[src/hdl/pnc_pkg.sv]
package pnc_pkg;

   localparam int IDX_W     = 14;
   localparam int CNT_W     = 14;
   localparam int CUT_W     = 23;
   localparam int RANK_W    = 6;
   localparam int TOTAL_W   = 7;
   localparam int CSR_IDX_W = 2;
   localparam logic [CNT_W-1:0] CNT_MAX = {CNT_W{1'b1}};

   localparam logic [CSR_IDX_W-1:0] CSR_SHARE_MODE   = 2'd0;
   localparam logic [CSR_IDX_W-1:0] CSR_WORKER_RANK  = 2'd1;
   localparam logic [CSR_IDX_W-1:0] CSR_WORKER_TOTAL = 2'd2;
   localparam logic [CSR_IDX_W-1:0] CSR_CUTOFF       = 2'd3;

   typedef struct packed {
      logic                share_mode;
      logic [RANK_W-1:0]   worker_rank;
      logic [TOTAL_W-1:0]  worker_total;
      logic [CUT_W-1:0]    cut_dist;
   } cfg_type;

   typedef enum logic [3:0] {
      ST_IDLE,
      ST_CLEAR,
      ST_DIV_INIT,
      ST_DIV,
      ST_BND_MUL,
      ST_BND_SET,
      ST_ROW_CHK,
      ST_ROW_RD,
      ST_ROW_LAT,
      ST_PAIR_RD,
      ST_PAIR_DIFF,
      ST_PAIR_SQ,
      ST_PAIR_CMP,
      ST_ROW_END,
      ST_DONE
   } state_type;

   typedef struct packed {
      logic clr_wr;
      logic div_init;
      logic div_step;
      logic bnd_mul;
      logic bnd_set;
      logic row_rd;
      logic row_lat;
      logic pair_rd;
      logic pair_diff;
      logic pair_sq;
      logic pair_cmp;
      logic row_end;
      logic done;
   } cmd_type;

   typedef struct packed {
      logic clr_last;
      logic div_last;
      logic row_over;
      logic j_over;
      logic j_last;
   } status_type;

endpackage

[src/hdl/pnc_ctrl.sv]
module pnc_ctrl (
   input  logic                 clock,
   input  logic                 reset,
   input  logic                 run_go,
   input  pnc_pkg::status_type  status,
   output pnc_pkg::cmd_type     cmd,
   output logic                 busy
);
   import pnc_pkg::*;

   state_type state_ff, state_in;

   always_comb begin
      state_in = state_ff;
      case (state_ff)
         ST_IDLE:      if (run_go) state_in = ST_CLEAR;
         ST_CLEAR:     if (status.clr_last) state_in = ST_DIV_INIT;
         ST_DIV_INIT:  state_in = ST_DIV;
         ST_DIV:       if (status.div_last) state_in = ST_BND_MUL;
         ST_BND_MUL:   state_in = ST_BND_SET;
         ST_BND_SET:   state_in = ST_ROW_CHK;
         ST_ROW_CHK:   state_in = status.row_over ? ST_DONE : ST_ROW_RD;
         ST_ROW_RD:    state_in = ST_ROW_LAT;
         ST_ROW_LAT:   state_in = status.j_over ? ST_ROW_END : ST_PAIR_RD;
         ST_PAIR_RD:   state_in = ST_PAIR_DIFF;
         ST_PAIR_DIFF: state_in = ST_PAIR_SQ;
         ST_PAIR_SQ:   state_in = ST_PAIR_CMP;
         ST_PAIR_CMP:  state_in = status.j_last ? ST_ROW_END : ST_PAIR_RD;
         ST_ROW_END:   state_in = ST_ROW_CHK;
         ST_DONE:      state_in = ST_IDLE;
         default:      state_in = ST_IDLE;
      endcase
   end

   always_comb begin
      cmd  = '0;
      busy = 1'b1;
      case (state_ff)
         ST_IDLE:      busy = 1'b0;
         ST_CLEAR:     cmd.clr_wr = 1'b1;
         ST_DIV_INIT:  cmd.div_init = 1'b1;
         ST_DIV:       cmd.div_step = 1'b1;
         ST_BND_MUL:   cmd.bnd_mul = 1'b1;
         ST_BND_SET:   cmd.bnd_set = 1'b1;
         ST_ROW_CHK:   cmd = '0;
         ST_ROW_RD:    cmd.row_rd = 1'b1;
         ST_ROW_LAT:   cmd.row_lat = 1'b1;
         ST_PAIR_RD:   cmd.pair_rd = 1'b1;
         ST_PAIR_DIFF: cmd.pair_diff = 1'b1;
         ST_PAIR_SQ:   cmd.pair_sq = 1'b1;
         ST_PAIR_CMP:  cmd.pair_cmp = 1'b1;
         ST_ROW_END:   cmd.row_end = 1'b1;
         ST_DONE:      cmd.done = 1'b1;
         default:      busy = 1'b1;
      endcase
   end

   always_ff @(posedge clock) begin
      if (reset) begin
         state_ff <= ST_IDLE;
      end else begin
         state_ff <= state_in;
      end
   end

`ifndef SYNTHESIS
   a_cmp_after_sq: assert property (@(posedge clock) disable iff (reset)
      state_ff == ST_PAIR_CMP |-> $past(state_ff) == ST_PAIR_SQ)
      else $error("pair compare not preceded by squaring");
   a_done_to_idle: assert property (@(posedge clock) disable iff (reset)
      state_ff == ST_DONE |=> state_ff == ST_IDLE)
      else $error("run end did not return to idle");
   a_busy_from_go: assert property (@(posedge clock) disable iff (reset)
      $rose(busy) |-> $past(run_go))
      else $error("busy rose without a final load");
`endif

endmodule

[config.mk]
export PLATFORM = sky130hd
export DESIGN_NAME = pnc_ctrl
export DESIGN_NICKNAME = d
export VERILOG_FILES = /design/src/hdl/pnc_pkg.sv /design/src/hdl/pnc_ctrl.sv
export SDC_FILE = /design/constraint.sdc
export NUM_CORES = 1
export LEC_CHECK = 0
export BUFFER_PORTS_ARGS = -buffer_cell sky130_fd_sc_hd__clkbuf_2
export CORE_AREA = 2 2 39 41
export DETAILED_ROUTE_END_ITERATION = 8
export DIE_AREA = 0 0 41 43
export PLACE_DENSITY = 0.66
export SLEW_MARGIN = 20
export SYNTH_ARGS = -nofsm -noshare
export SYNTH_HDL_FRONTEND = slang
export SYNTH_SLANG_ARGS = --single-unit
[constraint.sdc]
create_clock -name clock -period 1.1 [get_ports clock]
set_input_delay 0.165 -clock clock [delete_from_list [all_inputs] [get_ports clock]]
set_output_delay 0.165 -clock clock [all_outputs]
set_load 0.05 [all_outputs]
After elaboration in Yosys (flattened, before gate mapping) --
Index checks and enable logic that the tools add are counted. W data, S select, Z words.
Word-level totals: register bits after elaboration 4, input bits 8, output and inout port bits 14, word-level logic and storage cells 42
Operators by class: eq/ne operators 17, muxes and demuxes 21, reductions and logical operators 3
Operator list (number):
- $pmux W4 S13 | 1
- $eq A4 B4 Y1 const B | 7
- $eq A4 B3 Y1 const B | 4
- $mux W4 | 4
- $mux W1 | 14
- $eq A4 B2 Y1 const B | 2
- $mux W3 | 2
- $ne A2 B2 Y1 const B | 3
- $eq A4 B1 Y1 const B | 1
- $logic_not A4 Y1 | 1
- $reduce_and A3 Y1 | 1
- $reduce_or A2 Y1 | 1

Longest topological paths before layout --
Gate-level depths: netlist (run 1).
depth in word-level cells 3, gate-level depth with buffers 5, gate-level depth less buffers 3

Worst setup path after synthesis (run 1) --
No wires, ideal clock.
path type register -> output, start point reg state_ff[0], end point out cmd[8] (netlist bit), arrival time 1.733 ns, required time 0.935 ns, setup slack -0.798 ns, stages on the path, launching flop included 5, path buffers 2, cell sequence dfxtp_1 buf_6 buf_2 nand2_1 nor3_1
RTL lines:
- from (decl) | line pnc_ctrl.sv:11 | state_type state_ff, state_in;
- from (signal assigned) | line pnc_ctrl.sv:62 | state_ff <= state_in;
- to (decl) | line pnc_ctrl.sv:6 | output pnc_pkg::cmd_type cmd,

Final worst setup path (run 1) --
start point reg state_ff[0], end point out busy
On the way: cells in the longest elaborated chain, start to end 2
RTL lines:
- $logic_not A4 Y1 | line pnc_ctrl.sv:38 | case (state_ff)
- $mux W1 | line pnc_ctrl.sv:38
- to (decl) | line pnc_ctrl.sv:7 | output logic busy
No other way between the ends.

==> flow_summary.ini, run 1 <==
[critical_path]
critPathMaxFanout = 5
cp_cell_sequence = or4_4 > buf_8
rrSetupSlack_ns = -0.27
start_kind = flip-flop
critPathKind = reg -> out
crit_arrival_ns = 1.32
cp-end-kind = output pin
slowest_delay_ns = 0.55
slowest_stage = or4_4
critPathRequiredTime_ns = 0.94
cp-startpoint = state_ff[0]
r2r-start = state_ff[0]

[timing]
setup_slack_ns = -0.386
fin_crit_sh_pct = 135
setup_viol = 17
hold_violations = 0
tightest_slew_ns = 0.325
min_period_ns = 1.49
rsz0062_at_grt = yes
setup_tns_ns = -4.16
report.final.slew_viol_count = 0
fin_skew_ns = 0.00794
slew_headroom_pct = 78.0
whs_ns = 0.174
fmax_mhz = 673

[grt]
grt_pass1_wl_um = 2820
first_global_vias = 589
antenna_found_initial = 0
track_usage_pct = 24.1
grt_max_degree = 10
grt-ovfl-total = 0

[routing]
wl_um = 1930
via_per_inst = 5.36
ant_nets = 0
drtIter0Drc = 9
drc = 0
wire_per_inst_um = 17.2
vias = 600
first_pass_iters = 4

[logic_synthesis]
syn-cell-area_um2 = 390
avgSynthCellArea_um2 = 7.10
post-synth-top-count-cell = nor2_1
synth.top_cell.area_share_pct = 20.5
synth_top_area_cell = dfxtp_1
synth_commonest_cells = nor2_1 (9), nand2_1 (6), nor3_1 (6)
netlist_instances = 55
synth_enable_flop_cells = 0
synth-warning-count = 0
synthArstFlopShare_pct = 0
seq_area_frac_synth_pct = 20.5
synth_flop_cell = dfxtp_1
synth_cell_types = 24
synthTopCellsByArea = dfxtp_1 (21%), nor2_1 (8.7%), nor3_1 (7.7%), nand2_1 (5.8%), buf_2 (5.1%)
syn-num-nets = 63
synth_seq_cells = 4

[clock_tree]
clkLatencyLatePin_ns = 0.24
cts_tree = done
root_buffer = clkbuf_4
numCtsBuffers = 3
cts_buffer_depth = 2
h-tree-depth = 1
clock-sinks = 4
clkTransAtPathRegs_ns = 0.04
postCtsHoldBufs = 0

[power_and_ir_drop]
power_leakage_nw = 0.431
max-vdd-ir-drop_mv = 0.775
powerDensity_nw_per_um2 = 1120

[die]
die_w_um = 41
start_util_pct = 28.2
row_count = 14
core_um2 = 1380
die_h_um = 43
dieArea_um2 = 1760
io_pins = 22

[final_layout]
syn_to_final_growth_pct = 199
regMostFlops = state_ff
largest_reg_flops = 4
top_regs = state_ff: 4 flops
layout.nets = 106
n_fill_cell = 69
drive_above_1_share_pct = 82.3
num_antenna_cells = 0

[placed_design]
dpl.hpwl_um = 1020
io_buffers = 21
place.gp.congestion = 0.755

[job]
maxCapViolCount = 0

[min_path]
min_from = reset
min_path_type = in -> reg

[outcome]
violations = setup timing
status = finished, violations left
-- repair_timing --
action	in CTS	in global routing
setup buffers	5	3
setup endpoints to repair	17	17
hold endpoints to repair	0	0
gates resized for setup	45	16
pin swaps	2	4
-- cell type report --
class / instances / area [µm²] / share of cell area, %
clock buffer: 3 / 22.5 / 1.93
inverter: 3 / 16.3 / 1.39
multi-input combinational: 43 / 515 / 44.1
sequential: 4 / 95.1 / 8.14
tap: 16 / 20.0 / 1.71
timing repair buffer: 43 / 499 / 42.7
-- cell families (layout without fill, tap and decap cells) --
logic type | after synthesis | count (layout) | share of synthesized area, %
muxes | 2 | 2 | 6.41
AOI/OAI and AO/OA | 12 | 12 | 24.0
buffers and inverters | 8 | 49 | 10.9
DFF | 4 | 4 | 20.5
and+or+nand+nor | 29 | 29 | 38.1
-- worst max-delay path: cells and delay by family, from the launching register on --
kind / cells / cell delay, ns
buffers and inverters: 1 / 0.17
DFF: 1 / 0.36
and+or+nand+nor: 1 / 0.55
-- metal layers --
metal | share of wire, % | vias up | GRT usage (%)
li1 | - | 290 | -
met1 | 37 | 286 | 29.2
met2 | 57 | 20 | 39.7
met3 | 4.0 | 4 | 7.33
met4 | 1.9 | 0 | 5.33
met5 | 0 | - | 0
-- cells in the final DEF (no fill, tap or decap), drive strengths merged --
cell / count
a211oi: 1
a21oi: 2
and4bb: 1
buf: 33
clkbuf: 13
dfxtp: 4
inv: 3
mux2: 1
mux2i: 1
nand2: 6
nand2b: 3
nand3: 1
nor2: 9
nor3: 6
nor4: 1
o2111ai: 1
o211ai: 1
o21ai: 3
o221a: 1
o311ai: 1
o32ai: 2
or3: 1
or4: 1
-- through the flow --
stage / total power, mW / utilization (%) / std cells / instance area, µm² / worst slack (ns)
floorplan: 0.692 / - / 55 / 661 / -0.165
global placement: 0.794 / 60.8 / 101 / 842 / -0.176
detailed placement: 0.799 / 60.8 / 101 / 842 / -0.201
CTS: 1.21 / 80.1 / 109 / 1110 / -0.389
global route: 1.37 / 84.4 / 112 / 1170 / -0.407
finish: 1.31 / 84.4 / 112 / 1170 / -0.386
-- report_power, final --
| part | internal [mW] | switching [mW] |
|---|---|---|
| logic | 0.453 | 0.460 |
| registers | 0.165 | 0.0470 |
| clock network | 0.122 | 0.0612 |
| total | 0.740 | 0.569 |
-- final timing paths --
check,depth (start not counted),to
worst max-delay path,2,busy
worst max register to register,6,state_ff[0]
worst min-delay path,2,state_ff[1]
worst min register to register,3,state_ff[1]
(Power assumes the default switching activity.)
==> inputs of run 2 (changes only) <==
--- a/config.mk
+++ b/config.mk
@@ -5,11 +5,12 @@
 export SDC_FILE = /design/constraint.sdc
 export NUM_CORES = 1
 export LEC_CHECK = 0
+export ABC_AREA = 1
 export BUFFER_PORTS_ARGS = -buffer_cell sky130_fd_sc_hd__clkbuf_2
 export CORE_AREA = 2 2 39 41
 export DETAILED_ROUTE_END_ITERATION = 8
 export DIE_AREA = 0 0 41 43
-export PLACE_DENSITY = 0.66
+export PLACE_DENSITY = 0.65
 export SLEW_MARGIN = 20
 export SYNTH_ARGS = -nofsm -noshare
 export SYNTH_HDL_FRONTEND = slang
==> run 2 against run 1 <==
The flow still finishes with violations (setup timing). Count of clock-buffer cells in the layout unchanged. Die area unchanged. Synthesized area is 4.8% lower. Worst setup slack gained 0.089 ns. Non-clock buffer count fell by 4. Power fell by 13%. Via count is 3.7% higher. Final area shrank 11%. Sequential power about the same.
==> flow_summary.ini, run 2 <==
[final_layout]
layout.nets = 122
final_common_cell = nor2_4
multi_input_area_um2 = 403
n_fill_cell = 91
fin_util_pct = 75.0
syn_to_final_growth_pct = 179
seq_area_um2 = 95.1
final_cell_mix = nor2_4 (13), buf_4 (12), buf_8 (10)
num_antenna_cells = 0
drive_above_1_share_pct = 76.8
regMostFlops = state_ff
design_area_um2 = 1040
top_regs = state_ff: 4 flops
largest_reg_flops = 4

[critical_path]
cp-end-kind = output pin
critPathTopFamily = flip-flops
cp.depth = 5
slowest_delay_ns = 0.37
regToRegEndpoint = state_ff[0]
critPathRequiredTime_ns = 0.94
slowest_stage = dfxtp_4
cp-startpoint = state_ff[2]
critPathKind = reg -> out
critPathMaxFanout = 3
r2r-start = state_ff[3]
crit_arrival_ns = 1.23
rrSetupSlack_ns = -0.14
start_kind = flip-flop
cp_cell_sequence = inv_4 > nor2_2 > nand2_1 > clkinvlp_4 > clkbuf_8
rr_worst_depth = 7
cp_num_buf_inv = 3
crit_path_end = cmd[9]

[grt]
grt-ovfl-total = 0
track_usage_pct = 18.9
antenna_found_initial = 0
grt_max_degree = 7
first_global_vias = 567
grt_pass1_wl_um = 2270

[routing]
met3_length_um = 87
vias = 622
wire_per_inst_um = 14.0
dr_wl_met2_um = 1030
drc = 0
ant_nets = 0
wl_um = 1800
via_per_inst = 4.86
routed.top_layer = met4
drtIter0Drc = 32
first_pass_iters = 4
met1Wirelength_um = 642

[die]
start_util_pct = 26.9
die_h_um = 43
dieArea_um2 = 1760
die_w_um = 41
row_count = 14
io_pins = 22
core_um2 = 1380

[placed_design]
io_buffers = 21
place.gp.congestion = 0.866
dpl.hpwl_um = 963
dp_slack_ns = -0.173
placed_cell_area_um2 = 708

[logic_synthesis]
syn-cell-area_um2 = 372
synthArstFlopShare_pct = 0
synth_commonest_cells = nand2_1 (16), nor2_1 (16), inv_1 (14)
syn-num-nets = 78
synth.top_cell.area_share_pct = 21.5
synth-warning-count = 0
synth_seq_cells = 4
synth_enable_flop_cells = 0
avgSynthCellArea_um2 = 5.31
netlist_instances = 70
synth_top_area_cell = dfxtp_1
synth_flop_cell = dfxtp_1
synth_cell_types = 14
seq_area_frac_synth_pct = 21.5
synthTopCellsByArea = dfxtp_1 (22%), nand2_1 (16%), nor2_1 (16%), inv_1 (14%), nand3_1 (6.7%)

[clock_tree]
h-tree-depth = 1
numCtsBuffers = 3
clock-sinks = 4
root_buffer = clkbuf_4
clkTransAtPathRegs_ns = 0.04
cts_buffer_depth = 2
cts_tree = done
clkLatencyLatePin_ns = 0.24

[power_and_ir_drop]
p_sw_mw = 0.542
swShare_pct = 47.8
finalPower_mw = 1.13
power_frac_seq_pct = 18.6
max-vdd-ir-drop_mv = 0.694
pwr-share-comb_pct = 64.6
p_int_mw = 0.592
clkPwrFrac_pct = 16.8
powerDensity_nw_per_um2 = 1090
power_leakage_nw = 0.466

[timing]
fin_crit_sh_pct = 127
slew_headroom_pct = 84.6
setup_slack_ns = -0.297
fin_skew_ns = 0.00474
rsz0062_at_grt = yes
tightest_slew_ns = 0.228
report.final.slew_viol_count = 0
fmax_mhz = 716
setup_viol = 17
min_period_ns = 1.40
hold_violations = 0
whs_ns = 0.136

[outcome]
status = finished, violations left
violations = setup timing

[min_path]
min_path_type = in -> reg

[job]
maxCapViolCount = 0
run 2: kinds of logic after synthesis:
group / count (synthesis) / synth area share [%]
simple gates: 45 / 54.5
flops: 4 / 21.5
buf+inv: 15 / 15.5
compound gates: 6 / 8.42
run 2: worst min-delay path by stage:
| stage | slack, ns | endpoint | cells past startpoint | startpoint |
|---|---|---|---|---|
| final | 0.14 | state_ff[3] | 2 | reset |
| after global routing | 0.14 | state_ff[3] | 2 | reset |
| after CTS | 0.14 | state_ff[3] | 2 | reset |
| after detailed placement | 0.38 | state_ff[3] | 2 | reset |
| after global placement | 0.38 | state_ff[3] | 2 | reset |
| after floorplan | 0.23 | state_ff[1] | 1 | reset |
run 2: cell type report:
| class | instances | share of cell area, % |
|---|---|---|
| timing repair buffer | 39 | 40.7 |
| multi-input combinational | 51 | 38.8 |
| sequential | 4 | 9.17 |
| inverter | 15 | 7.24 |
| clock buffer | 3 | 2.17 |
| tap | 16 | 1.93 |
run 2: worst register-to-register path, cell delays in order, from the launching register on:
cell and delay, ns:
dfxtp_4 0.36, nor2_4 0.20, buf_6 0.16, nand3_2 0.09
nand2_2 0.10, nor2_4 0.05, a21oi_1 0.13, nor2_1 0.05
run 2: stage by stage:
stage / cells / setup TNS (ns)
after floorplan: 70 / -0.641
after global placement: 121 / -1.09
after detailed placement: 121 / -1.31
after CTS: 127 / -3.40
after global routing: 128 / -4.14
final: 128 / -3.41
run 2: what timing repair did:
| item | CTS | global route |
|---|---|---|
| cloned | 0 | 0 |
| resized for setup | 35 | 47 |
| buffers inserted | 3 | 1 |
| pin swaps | 5 | 7 |
| hold buffers | 0 | 0 |
| endpoints found under the setup margin | 17 | 17 |
run 2: power groups by stage:
stage	Combinational, mW	Sequential [mW]	Clock [mW]
floorplan	0.319	0.195	0
global placement	0.470	0.196	0
detailed placement	0.474	0.197	0
CTS	0.540	0.197	0.188
global route	0.765	0.212	0.196
finish	0.732	0.211	0.191
run 2: metal layers:
metal  vias to the layer above  global-route usage, %
met3                         9                   4.71
met2                        31                   33.4
li1                        303                      -
met1                       279                   20.2
met5                         -                      0
met4                         0                   6.00
