<file path="src/hdl/pnc_pkg.sv">
package pnc_pkg;

   localparam int IDX_W     = 14;
   localparam int CNT_W     = 14;
   localparam int CUT_W     = 23;
   localparam int RANK_W    = 6;
   localparam int TOTAL_W   = 7;
   localparam int CSR_IDX_W = 2;
   localparam logic [CNT_W-1:0] CNT_MAX = {CNT_W{1'b1}};

   localparam logic [CSR_IDX_W-1:0] CSR_SHARE_MODE   = 2'd0;
   localparam logic [CSR_IDX_W-1:0] CSR_WORKER_RANK  = 2'd1;
   localparam logic [CSR_IDX_W-1:0] CSR_WORKER_TOTAL = 2'd2;
   localparam logic [CSR_IDX_W-1:0] CSR_CUTOFF       = 2'd3;

   typedef struct packed {
      logic                share_mode;
      logic [RANK_W-1:0]   worker_rank;
      logic [TOTAL_W-1:0]  worker_total;
      logic [CUT_W-1:0]    cut_dist;
   } cfg_type;

   typedef enum logic [3:0] {
      ST_IDLE,
      ST_CLEAR,
      ST_DIV_INIT,
      ST_DIV,
      ST_BND_MUL,
      ST_BND_SET,
      ST_ROW_CHK,
      ST_ROW_RD,
      ST_ROW_LAT,
      ST_PAIR_RD,
      ST_PAIR_DIFF,
      ST_PAIR_SQ,
      ST_PAIR_CMP,
      ST_ROW_END,
      ST_DONE
   } state_type;

   typedef struct packed {
      logic clr_wr;
      logic div_init;
      logic div_step;
      logic bnd_mul;
      logic bnd_set;
      logic row_rd;
      logic row_lat;
      logic pair_rd;
      logic pair_diff;
      logic pair_sq;
      logic pair_cmp;
      logic row_end;
      logic done;
   } cmd_type;

   typedef struct packed {
      logic clr_last;
      logic div_last;
      logic row_over;
      logic j_over;
      logic j_last;
   } status_type;

endpackage

</file>
<file path="src/hdl/pnc_csr.sv">
module pnc_csr (
   input  logic                           clock,
   input  logic                           reset,
   input  logic                           csr_valid,
   input  logic [pnc_pkg::CSR_IDX_W-1:0]  csr_index,
   input  logic [pnc_pkg::CUT_W-1:0]      csr_wdata,
   output pnc_pkg::cfg_type               cfg
);
   import pnc_pkg::*;

   cfg_type cfg_ff, cfg_in;

   always_comb begin
      cfg_in = cfg_ff;
      if (csr_valid) begin
         case (csr_index)
            CSR_SHARE_MODE:   cfg_in.share_mode      = csr_wdata[0];
            CSR_WORKER_RANK:  cfg_in.worker_rank     = csr_wdata[RANK_W-1:0];
            CSR_WORKER_TOTAL: cfg_in.worker_total    = csr_wdata[TOTAL_W-1:0];
            CSR_CUTOFF:       cfg_in.cut_dist        = csr_wdata;
            default:          cfg_in = cfg_ff;
         endcase
      end
   end

   always_ff @(posedge clock) begin
      if (reset) begin
         cfg_ff.share_mode      <= 1'b1;
         cfg_ff.worker_rank     <= '0;
         cfg_ff.worker_total    <= TOTAL_W'(1);
         cfg_ff.cut_dist        <= CUT_W'(32768);
      end else begin
         cfg_ff <= cfg_in;
      end
   end

   assign cfg = cfg_ff;

endmodule

</file>
<file path="config.mk">
export PLATFORM = sky130hd
export DESIGN_NAME = pnc_csr
export DESIGN_NICKNAME = d
export VERILOG_FILES = /design/src/hdl/pnc_pkg.sv /design/src/hdl/pnc_csr.sv
export SDC_FILE = /design/constraint.sdc
export NUM_CORES = 1
export LEC_CHECK = 0
export BUFFER_PORTS_ARGS = -buffer_cell sky130_fd_sc_hd__buf_4
export CAP_MARGIN = 20
export CORE_MARGIN = 1.5
export CORE_UTILIZATION = 44
export CTS_BUF_LIST = sky130_fd_sc_hd__clkbuf_8
export DETAILED_ROUTE_END_ITERATION = 12
export PLACE_DENSITY = 0.84
export SLEW_MARGIN = 10
export SYNTH_ARGS = -nofsm -noshare
export SYNTH_HDL_FRONTEND = slang
export SYNTH_SLANG_ARGS = --single-unit
</file>
<file path="constraint.sdc">
create_clock -name clock -period 0.92 [get_ports clock]
set_clock_uncertainty 0.15 [all_clocks]
set_input_delay 0.092 -clock clock [delete_from_list [all_inputs] [get_ports clock]]
set_output_delay 0.092 -clock clock [all_outputs]
set_load 0.02 [all_outputs]
</file>
After elaboration in Yosys (flattened, before gate mapping):

Cells that the tools add are included.

* equal/unequal tests: 3
* reductions and logical operators: 5

Operators with widths (count)
* $reduce_and A2 Y1: 4
* $eq A2 B2 Y1 const B: 2
* $eq A2 B1 Y1 const B: 1
* $logic_not A2 Y1: 1

* register bits: 37

Depth between registers and ports, before layout:

Gate-level depths: netlist of the first run.

* word-level depth: 2
* mapped depth: 4

Least setup slack after synthesis of the first run:

OpenSTA, ideal clock, no wires.

* path type: input to register
* start point: input csr_valid
* end point: register cfg_ff, in the netlist cfg[3]
* slack: 0.020 ns
* buffers on the path: 2
* setup time: 0.120 ns
* cell stages on the path: 4
* data required time: 0.650 ns
* arrival: 0.629 ns
* cells stage by stage: and3_1 > buf_2 > buf_6 > mux2i_1

* word-level cells in the longest chain between the ends: 1

RTL lines
* start, declared: line pnc_csr.sv:4 `input logic csr_valid,`
* $reduce_and A2 Y1 (no line)
* end signal, assigned: line pnc_csr.sv:33 `cfg_ff <= cfg_in;`
* end, declared: line pnc_csr.sv:11 `cfg_type cfg_ff, cfg_in;`

Every way passes these cells.
A chain may end at the register's enable or synchronous reset.

Worst setup path after layout of the first run:

* start point: register cfg_ff, in the netlist cfg[3]
* end point: output cfg[3] (netlist bit)

RTL lines
* end, declared: line pnc_csr.sv:7 `output pnc_pkg::cfg_type cfg`

No word-level cell between the ends.

==> qor.txt, run 1 <==
Max Clock Freq: 995 MHz
Sink Count: 37
Post-Synthesis Cells: 151
maximum vdd drop: 1250 uV
fraction of layout cells with a size suffix above 1: 52.8%
power per cell area: 1310 nW/um^2
CTS Buf Count: 5
Final ANT Viol Nets: 0
gpl congestion: 0.751
Static Leak: 1.24 nW
Slowest-stage cell, CP: dfxtp_2
min Tclk post-route: 1.00 ns
Startpoint Class: register
Largest register FFs: 37
Worst EP required: 0.68 ns
Starting Density: 46.5%
Via Count: 1364
initial antenna violation count: 0
Clock Root Buffer: clkbuf_8
Worst-path clk slew: 0.07 ns
Max clock buf depth: 2
failing checks: negative hold slack, negative setup slack
synth-to-layout area growth: 73.3%
total grt overflow: 0
Setup TNS Final: -2.30 ns
RSZ-0062 raised after global routing: true
largest area contributor in the netlist: dfxtp_1
fin crit share: 109%
core area: 3390 sq um
Synth warnings: 0
nets@finish: 277
# Max-Cap Violations: 0
hold_ws: -0.0544 ns
Place WS: -0.151 ns
die footprint: 3950 sq um
DR iter-0 viols: 61
Netlist cell types: 12
CP delay by family, top: flip-flops
diode count: 0
CTS hold repair buffers: 17
row cnt: 21
IO Port Bufs: 64
first-pass GRT wire length: 6560 um
setup ws final: -0.0847 ns
critical path type: register to output pin
DRT Pass-1 Iters: 4
Worst Path Max Fanout: 2
Mapped Avg Cell Area: 10.4 sq um
Die X: 62.9 um
Avg Vias per Cell: 4.61
# IOs: 65
drt total wl: 4050 um
Yosys reg bits: 37
status: finished, violations left
Critical Path AT: 0.76 ns
Setup crit end kind: output pin
HPWL after DPL: 2300 um
crit path buf inv count: 1
vias in the first global route: 1436
Final Hold Vio Count: 11
total track usage: 21.2%
# H-tree levels: 2
Skew-Pair Late Insertion Delay: 0.28 ns
Seq/Total Area, Yosys: 47.0%
Worst-Margin Slew: 0.381 ns
largest net degree at the start of global routing: 53
area share of the largest cell type after synthesis: 47.0%
wire length per cell: 13.7 um
Slew HR: 74.6%
Die H: 62.9 um
CTS tree: built
Synth Cell Area: 1580 sq um
# DRC: 0
Post-Syn Nets: 179
top area cells in the synthesized netlist: dfxtp_1, mux2i_1, nand2b_1, clkbuf_1, buf_6
Critical Path Max Stage Delay: 0.35 ns
crit path cell chain: buf_6
Slew Limit Fails: 0
fin util: 80.6%
# setup viols final: 39
Hold Path Class: primary input to register
==> cell usage in the layout, fill, tap and decap left out <==
cell	count
dfxtp_2	37
and3_1	1
and3b_1	1
nand3_1	1
buf_6	39
nor2_1	4
nand3b_1	2
dlymetal6s4s_1	1
nand2b_1	54
dlygate4sd3_1	16
buf_12	3
nor2_2	1
buf_4	42
nand2b_4	2
mux2i_1	37
nor3b_1	1
clkinv_2	1
clkbuf_8	7
==> synth_stat cells <==
cell,instances
dfxtp_1,37
buf_2,1
nor2_1,5
nor3b_1,1
clkbuf_1,7
and3_1,1
nand2b_1,56
buf_6,2
and3b_1,1
mux2i_1,37
nand3_1,1
nand3b_1,2
==> metrics by stage <==
stage                     cell area (sq um)  instances  total power (W)
after floorplan                        1580        151          0.00198
after CTS                              2640        287          0.00358
after detailed placement               2140        256          0.00221
after global placement                 2140        256          0.00220
final                                  2730        296          0.00358
after global routing                   2730        296          0.00374
==> path summary, 6_finish.rpt <==
kind | start | endpoint | slack [ns] | depth (start not counted)
max | cfg[3] | cfg[3] | -0.08 | 1
min | csr_wdata[0] | cfg[23] | -0.05 | 3
max reg2reg | cfg[20] | cfg[20] | -0.04 | 4
min reg2reg | cfg[11] | cfg[11] | 0.33 | 2
==> area by class of cell <==
| class | instances | area [sq um] |
|---|---|---|
| flip-flops and latches | 37 | 787 |
| fillers | 208 | 657 |
| clock inverters | 1 | 5.00 |
| well taps | 46 | 57.6 |
| multi-input cells | 104 | 800 |
| repair buffers | 101 | 987 |
| clock buffers | 7 | 96.3 |
==> cell families (layout without fill, tap and decap cells) <==
group | count (synthesis) | after routing | share of synthesized area [%]
DFF | 37 | 37 | 47.0
buffers and inverters | 10 | 109 | 3.41
and+or+nand+nor | 67 | 67 | 26.1
muxes | 37 | 37 | 23.5
==> timing repair <==
| item | CTS | global route |
|---|---|---|
| endpoints found under the setup margin | 37 | 41 |
| hold endpoints to repair | 32 | 4 |
| gates resized for setup | 74 | 6 |
| buffers inserted | 6 | 9 |
==> per-layer routing <==
metal / global-route usage [%] / up-vias / routed length [um]
li1: - / 685 / -
met1: 21.9 / 648 / 1600
met2: 41.4 / 26 / 2290
met3: 3.96 / 5 / 98
met4: 8.33 / 0 / 57
met5: 0 / - / 0
==> power by group <==
| group | internal [W] | switching (W) | leakage [nW] |
|---|---|---|---|
| logic | 0.000381 | 0.000250 | 0.869 |
| registers | 0.00167 | 0.0000427 | 0.315 |
| clock network | 0.000677 | 0.000564 | 0.0542 |
No activity file was read; power rests on OpenSTA's default activity.
==> run 2, diff against run 1 <==
--- a/config.mk
+++ b/config.mk
@@ -5,6 +5,7 @@
 export SDC_FILE = /design/constraint.sdc
 export NUM_CORES = 1
 export LEC_CHECK = 0
+export ABC_AREA = 1
 export BUFFER_PORTS_ARGS = -buffer_cell sky130_fd_sc_hd__buf_4
 export CAP_MARGIN = 20
 export CORE_MARGIN = 1.5
==> run 2 against run 1 <==
Against the previous run: highest routed layer unchanged; routed wire length rose by 5.5%; clock power hardly changed; non-clock buffer count fell by 3; hold slack barely moved; final cell count up 27%; the run still ends with negative hold slack, negative setup slack left; critical endpoint is now cfg[27]; largest power group unchanged.
==> qor.txt, run 2 <==
Sequential Power Share: 46.2% (-1.6 points)
Max Clock Freq: 1010 MHz (+1.1%)
wire length per cell: 11.4 um (-17%)
top area cells in the synthesized netlist: dfxtp_1, nand2_1, nor2_1, inv_1, nand3_1
min Tclk post-route: 0.994 ns (-0.0107 ns)
Slew Limit Fails: 0 (unchanged)
Yosys reg bits: 37 (unchanged)
die footprint: 3850 sq um (-2.6%)
Netlist cell types: 14 (+2)
clock power share: 32.8% (-1.8 points)
Post-Syn Nets: 261 (+46%)
Worst Path Max Fanout: 2 (unchanged)
Slew HR: 83.1% (+8.5 points)
Final Hold Vio Count: 3 (-8)
DRT Pass-1 Iters: 4 (unchanged)
Via Count: 1678 (+23%)
Seq/Total Area, Yosys: 48.3% (+1.3 points)
area share of the largest cell type after synthesis: 48.3% (+1.3 points)
CTS hold repair buffers: 24 (+7)
vias in the first global route: 1526 (+6.3%)
fin crit share: 108% (-1.2 points)
Worst-Margin Slew: 0.254 ns (-0.128 ns)
Die H: 62.0 um (-1.3%)
Top FF cell, synth: dfxtp_1
CP delay by family, top: flip-flops
failing checks: negative hold slack, negative setup slack
maximum vdd drop: 1160 uV (-7.4%)
power per cell area: 1410 nW/um^2 (+7.1%)
Static Leak: 1.45 nW (+17%)
Synth warnings: 0 (unchanged)
Skew-Pair Late Insertion Delay: 0.28 ns (about the same)
DR iter-0 viols: 88 (+44%)
Max clock buf depth: 2 (unchanged)
Slowest-stage cell, CP: dfxtp_2
Int Power: 0.00280 W (+2.7%)
status: finished, violations left
Finished Cell Area: 2710 sq um (-0.73%)
Largest register FFs: 37 (unchanged)
Post-Synthesis Cells: 233 (+54%)
Sink Count: 37 (unchanged)
row cnt: 21 (unchanged)
drt total wl: 4270 um (+5.5%)
Hold Path Class: primary input to register
total track usage: 21.9% (+0.66 points)
P_sw: 0.00101 W (+18%)
synth-to-layout area growth: 76.8%
overall power: 0.00381 W (+6.4%)
Critical Path Max Stage Delay: 0.35 ns (about the same)
fraction of layout cells with a size suffix above 1: 42.2% (-11 points)
crit path buf inv count: 1 (unchanged)
Synth Cell Area: 1530 sq um (-2.7%)
Worst EP required: 0.68 ns (about the same)
commonest non-fill, non-tap cell in the layout: nand2_1
# IOs: 65 (unchanged)
IO Port Bufs: 64 (unchanged)
cell with the most instances after synthesis: nand2_1
Startpoint Class: register
Final ANT Viol Nets: 0 (unchanged)
largest area contributor in the netlist: dfxtp_1
# setup viols final: 40 (+2.6%)
setup ws final: -0.0740 ns (+0.0107 ns)
first-pass GRT wire length: 6080 um (-7.3%)
Post-synth EDFFs: 0 (unchanged)
hold_ws: -0.0542 ns (+0.000216 ns)
Avg Vias per Cell: 4.47 (-2.9%)
HPWL after DPL: 2340 um (+1.5%)
largest net degree at the start of global routing: 25 (-53%)
Clock Root Buffer: clkbuf_8
total grt overflow: 0 (unchanged)
combinational power share: 21.0% (+3.4 points)
crit path cell chain: buf_6
RSZ-0062 raised after global routing: true
# DRC: 0 (unchanged)
gpl congestion: 0.747 (-0.52%)
# H-tree levels: 2 (unchanged)
initial antenna violation count: 0 (unchanged)
post-place instance area: 2130 sq um (-0.12%)
Critical Path AT: 0.75 ns (about the same)
core area: 3340 sq um (-1.6%)
critical path type: register to output pin
nets@finish: 356 (+29%)
diode count: 0 (unchanged)
Mapped Avg Cell Area: 6.58 sq um (-37%)
# Max-Cap Violations: 0 (unchanged)
commonest non-fill, non-tap cells in the layout: nand2_1, nor2_1, dfxtp_2, buf_6, buf_4
Switching Fraction: 26.5% (+2.6 points)
Synth async-reset ratio: 0% (unchanged)
Setup crit end kind: output pin
Starting Density: 46.0% (-0.54 points)
Die X: 62.0 um (-1.3%)
synth cell count leaders: nand2_1, nor2_1, dfxtp_1, inv_1, nand3_1
CTS tree: built
Worst-path clk slew: 0.08 ns (about the same)
CTS Buf Count: 5 (unchanged)
## run 2: cell types whose count changed in the layout (fill, tap and decap cells not counted), sizes merged, moves of 2 or more
cell / change
nand2: +71
nor2: +63
nand2b: -56
inv: +37
mux2i: -37
buf: -9
nand3: +6
dlygate4sd3: +5
nand4: +3
nand3b: -2
## run 2: worst paths after layout
| check | to | cells after the start | startpoint | slack [ns] |
|---|---|---|---|---|
| max reg2reg | cfg[28] | 5 | cfg[28] | -0.02 |
| max | cfg[27] | 1 | cfg[27] | -0.07 |
| min | cfg[15] | 3 | csr_index[0] | -0.05 |
| min reg2reg | cfg[23] | 2 | cfg[23] | 0.32 |
## run 2: worst reg2reg max path, stage by stage, from the launching register on
cell and delay, ns:
dfxtp_2 0.33, buf_4 0.13, inv_1 0.05, nand2_1 0.06, nand2_1 0.08, nor2_1 0.04
## run 2: power by group through the flow
stage / clock network (W) / registers, W / logic, W
2_1_floorplan: 0 / 0.00187 / 0.000217
3_5_place_dp: 0 / 0.00177 / 0.000627
3_3_place_gp: 0 / 0.00176 / 0.000616
6_report: 0.00125 / 0.00176 / 0.000801
5_1_grt: 0.00135 / 0.00177 / 0.000870
4_1_cts: 0.00128 / 0.00176 / 0.000767
## run 2: cell type report
cell class | instances | area [sq um]
Inverter | 37 | 139
Fill cell | 201 | 624
Multi-Input combinational cell | 149 | 628
Clock buffer | 7 | 96.3
Clock inverter | 1 | 5.00
Tap cell | 46 | 57.6
Timing Repair Buffer | 98 | 1000
Sequential cell | 37 | 787
## run 2: layer usage
metal | vias up | part of all wire [%] | GRT usage, %
met5 | - | 0 | 0
met4 | 0 | 2.5 | 14.3
met3 | 14 | 5.9 | 6.21
met2 | 64 | 52 | 38.8
met1 | 742 | 39 | 22.2
li1 | 858 | - | -
## run 2: logic make-up after synthesis
group         synth area share, %
buf+inv                      13.1
flops                        48.3
simple gates                 38.7
## run 2: stage by stage
stage	utilization (%)	instances	worst slack, ns	TNS, ns	hold WS, ns
3_5_place_dp	63.9	341	-0.0922	-0.932	0.170
2_1_floorplan	-	233	0.0127	0	0.0769
3_3_place_gp	63.9	341	-0.0391	-0.447	0.163
5_1_grt	81.3	375	-0.108	-3.39	-0.00480
4_1_cts	80.2	375	-0.0825	-2.57	-0.0373
6_report	81.3	375	-0.0740	-2.27	-0.0542
## run 2: what timing repair did
item,in CTS,in global routing
resized for setup,74,18
setup buffers,2,4
endpoints found under the setup margin,37,54
hold endpoints to repair,37,2
pin swaps,0,4
==> run 3, diff against run 2 <==
--- a/config.mk
+++ b/config.mk
@@ -5,14 +5,13 @@
 export SDC_FILE = /design/constraint.sdc
 export NUM_CORES = 1
 export LEC_CHECK = 0
-export ABC_AREA = 1
 export BUFFER_PORTS_ARGS = -buffer_cell sky130_fd_sc_hd__buf_4
 export CAP_MARGIN = 20
 export CORE_MARGIN = 1.5
 export CORE_UTILIZATION = 44
 export CTS_BUF_LIST = sky130_fd_sc_hd__clkbuf_8
 export DETAILED_ROUTE_END_ITERATION = 12
-export PLACE_DENSITY = 0.84
+export PLACE_DENSITY = 0.88
 export SLEW_MARGIN = 10
 export SYNTH_ARGS = -nofsm -noshare
 export SYNTH_HDL_FRONTEND = slang
==> run 3 against run 2 <==
Against the previous run: core utilization rose by 0.29 points; via count fell by 17%; clock power fell by 14%; setup slack improved by 0.010 ns; design area rose by 1.9%; total power fell by 9.7%; sequential power fell by 3%; maximum frequency rose by 1.0%; register-to-register slack improved by 0.02 ns; routed wire length rose by 2.3%; combinational power fell by 18%; the run still ends with negative hold slack, negative setup slack left.
==> qor.txt, run 3 (synthesis gave the netlist of run 1 again) <==
status: finished, violations left
failing checks: negative hold slack, negative setup slack
R2R Setup Slk: 0 ns (+0.02 ns)
setup ws final: -0.0637 ns (+0.0102 ns)
Startpoint Class: register
commonest non-fill, non-tap cell in the layout: nand2b_1
Sink Count: 37 (unchanged)
power per cell area: 1250 nW/um^2 (-11%)
Avg Vias per Cell: 4.62 (+3.2%)
CTS Buf Count: 5 (unchanged)
Slew HR: 76.3% (-6.7 points)
worst r2r path cells: 4 (-1)
hold_ws: -0.0378 ns (+0.0165 ns)
Worst Hold Path EP: cfg[23]
# H-tree levels: 2 (unchanged)
diode count: 0 (unchanged)
nets@finish: 282 (-21%)
IO Port Bufs: 64 (unchanged)
# IOs: 65 (unchanged)
Largest register FFs: 37 (unchanged)
row cnt: 21 (unchanged)
CTS hold repair buffers: 17 (-29%)
Die H: 62.9 um (+1.3%)
Static Leak: 1.28 nW (-12%)
Slew Limit Fails: 0 (unchanged)
DR iter-0 viols: 46 (-48%)
Final ANT Viol Nets: 0 (unchanged)
crit path cell chain: buf_6
crit path buf inv count: 1 (unchanged)
die footprint: 3950 sq um (+2.6%)
synth-to-layout area growth: 75.4%
Hold Path Class: primary input to register
Via Count: 1386 (-17%)
Skew-Pair Late Insertion Delay: 0.27 ns (about the same)
core area: 3390 sq um (+1.6%)
wire length per cell: 14.6 um (+28%)
# Max-Cap Violations: 0 (unchanged)
Worst-path clk slew: 0.07 ns (about the same)
vias in the first global route: 1389 (-9.0%)
reg-to-reg endpoint: cfg[25]
sequential cell area: 787 sq um (unchanged)
Critical Path AT: 0.74 ns (about the same)
RSZ-0062 raised after global routing: true
critical path type: register to output pin
dpl cells: 258 (-24%)
Worst Path Max Fanout: 2 (unchanged)
Max Clock Freq: 1020 MHz (+1.0%)
Critical Path Max Stage Delay: 0.35 ns (about the same)
Die X: 62.9 um (+1.3%)
Worst EP required: 0.68 ns (about the same)
min Tclk post-route: 0.984 ns (-0.0102 ns)
# DRC: 0 (unchanged)
Slowest-stage cell, CP: dfxtp_2
fin crit share: 107% (-1.1 points)
Max clock buf depth: 2 (unchanged)
Finished Cell Area: 2770 sq um (+1.9%)
Clock Root Buffer: clkbuf_8
fill cell count: 179 (-11%)
area of the multi-input gates: 805 sq um (+28%)
post-place instance area: 2150 sq um (+0.82%)
total grt overflow: 0 (unchanged)
largest net degree at the start of global routing: 27 (+8.0%)
DRT Pass-1 Iters: 4 (unchanged)
Setup crit end kind: output pin
CP delay by family, top: flip-flops
first-pass GRT wire length: 6490 um (+6.7%)
Hold Startpoint: csr_wdata[0]
final cell count without fillers: 300 (-20%)
RR Startpoint: cfg[25]
overall power: 0.00344 W (-9.7%)
total track usage: 21.2% (-0.71 points)
Hold Crit Depth: 3 (unchanged)
HPWL after DPL: 2490 um (+6.4%)
fraction of layout cells with a size suffix above 1: 53.1% (+11 points)
Worst-Margin Slew: 0.354 ns (+0.100 ns)
Starting Density: 46.5% (+0.54 points)
# setup viols final: 38 (-5.0%)
drt total wl: 4370 um (+2.3%)
initial antenna violation count: 0 (unchanged)
Final Hold Vio Count: 5 (+2)
maximum vdd drop: 1100 uV (-5.4%)
commonest non-fill, non-tap cells in the layout: nand2b_1, buf_4, buf_6, mux2i_1, dfxtp_2
CTS tree: built
gpl congestion: 0.731 (-2.2%)
[run 3: changes by cell type in the layout (fill, tap and decap cells not counted), sizes merged, moves of 2 or more]
cell / previous run / this run
mux2i: 0 / 37
inv: 37 / 1
nand4: 3 / 0
nor2: 68 / 5
dlygate4sd3: 21 / 14
nand2b: 0 / 56
buf: 75 / 89
nand3b: 0 / 2
nand2: 71 / 0
nand3: 7 / 1
[run 3: per-layer routing]
layer  GRT usage, %  share of wire, %  routed length (um)  up-vias
li1               -                 -                   -      695
met3           4.86               2.4                 107        6
met5              0                 0                   0        -
met4           6.11               1.7                  73        0
met2           41.4                58                2520       27
met1           22.1                38                1660      658
[run 3: repair_timing]
action / in CTS / in global routing
cloned: 0 / 0
buffers inserted: 8 / 11
gates resized for setup: 74 / 9
pin swaps: 0 / 0
hold endpoints to repair: 26 / 3
setup endpoints to repair: 37 / 44
[run 3: power by group]
part | internal (W) | total [W] | switching [W]
clock | 0.000582 | 0.00107 | 0.000492
sequential | 0.00167 | 0.00171 | 0.0000425
combinational | 0.000394 | 0.000656 | 0.000261
[run 3: worst max path at each step]
stage          startpoint      end  slack, ns  depth (start not counted)
5_1_grt           cfg[25]  cfg[25]      -0.09                          1
3_3_place_gp    csr_valid  cfg[16]      -0.11                          4
3_5_place_dp    csr_valid   cfg[0]      -0.12                          4
6_report           cfg[0]   cfg[0]      -0.06                          1
4_1_cts           cfg[35]  cfg[35]      -0.06                          1
2_1_floorplan   csr_valid   cfg[3]       0.02                          4
[run 3: area by class of cell]
cell class / instances / share of cell area (%)
multi-input combinational: 104 / 29.1
clock buffer: 6 / 2.99
sequential: 37 / 28.5
timing repair buffer: 106 / 37.2
tap: 46 / 2.08
clock inverter: 1 / 0.136
[run 3: stage by stage]
stage	util, %	setup WS, ns	setup TNS (ns)
global route	81.6	-0.0893	-2.63
global placement	63.5	-0.112	-2.71
finish	81.6	-0.0637	-1.61
CTS	78.3	-0.0613	-1.77
detailed placement	63.5	-0.121	-3.09
floorplan	-	0.0202	0
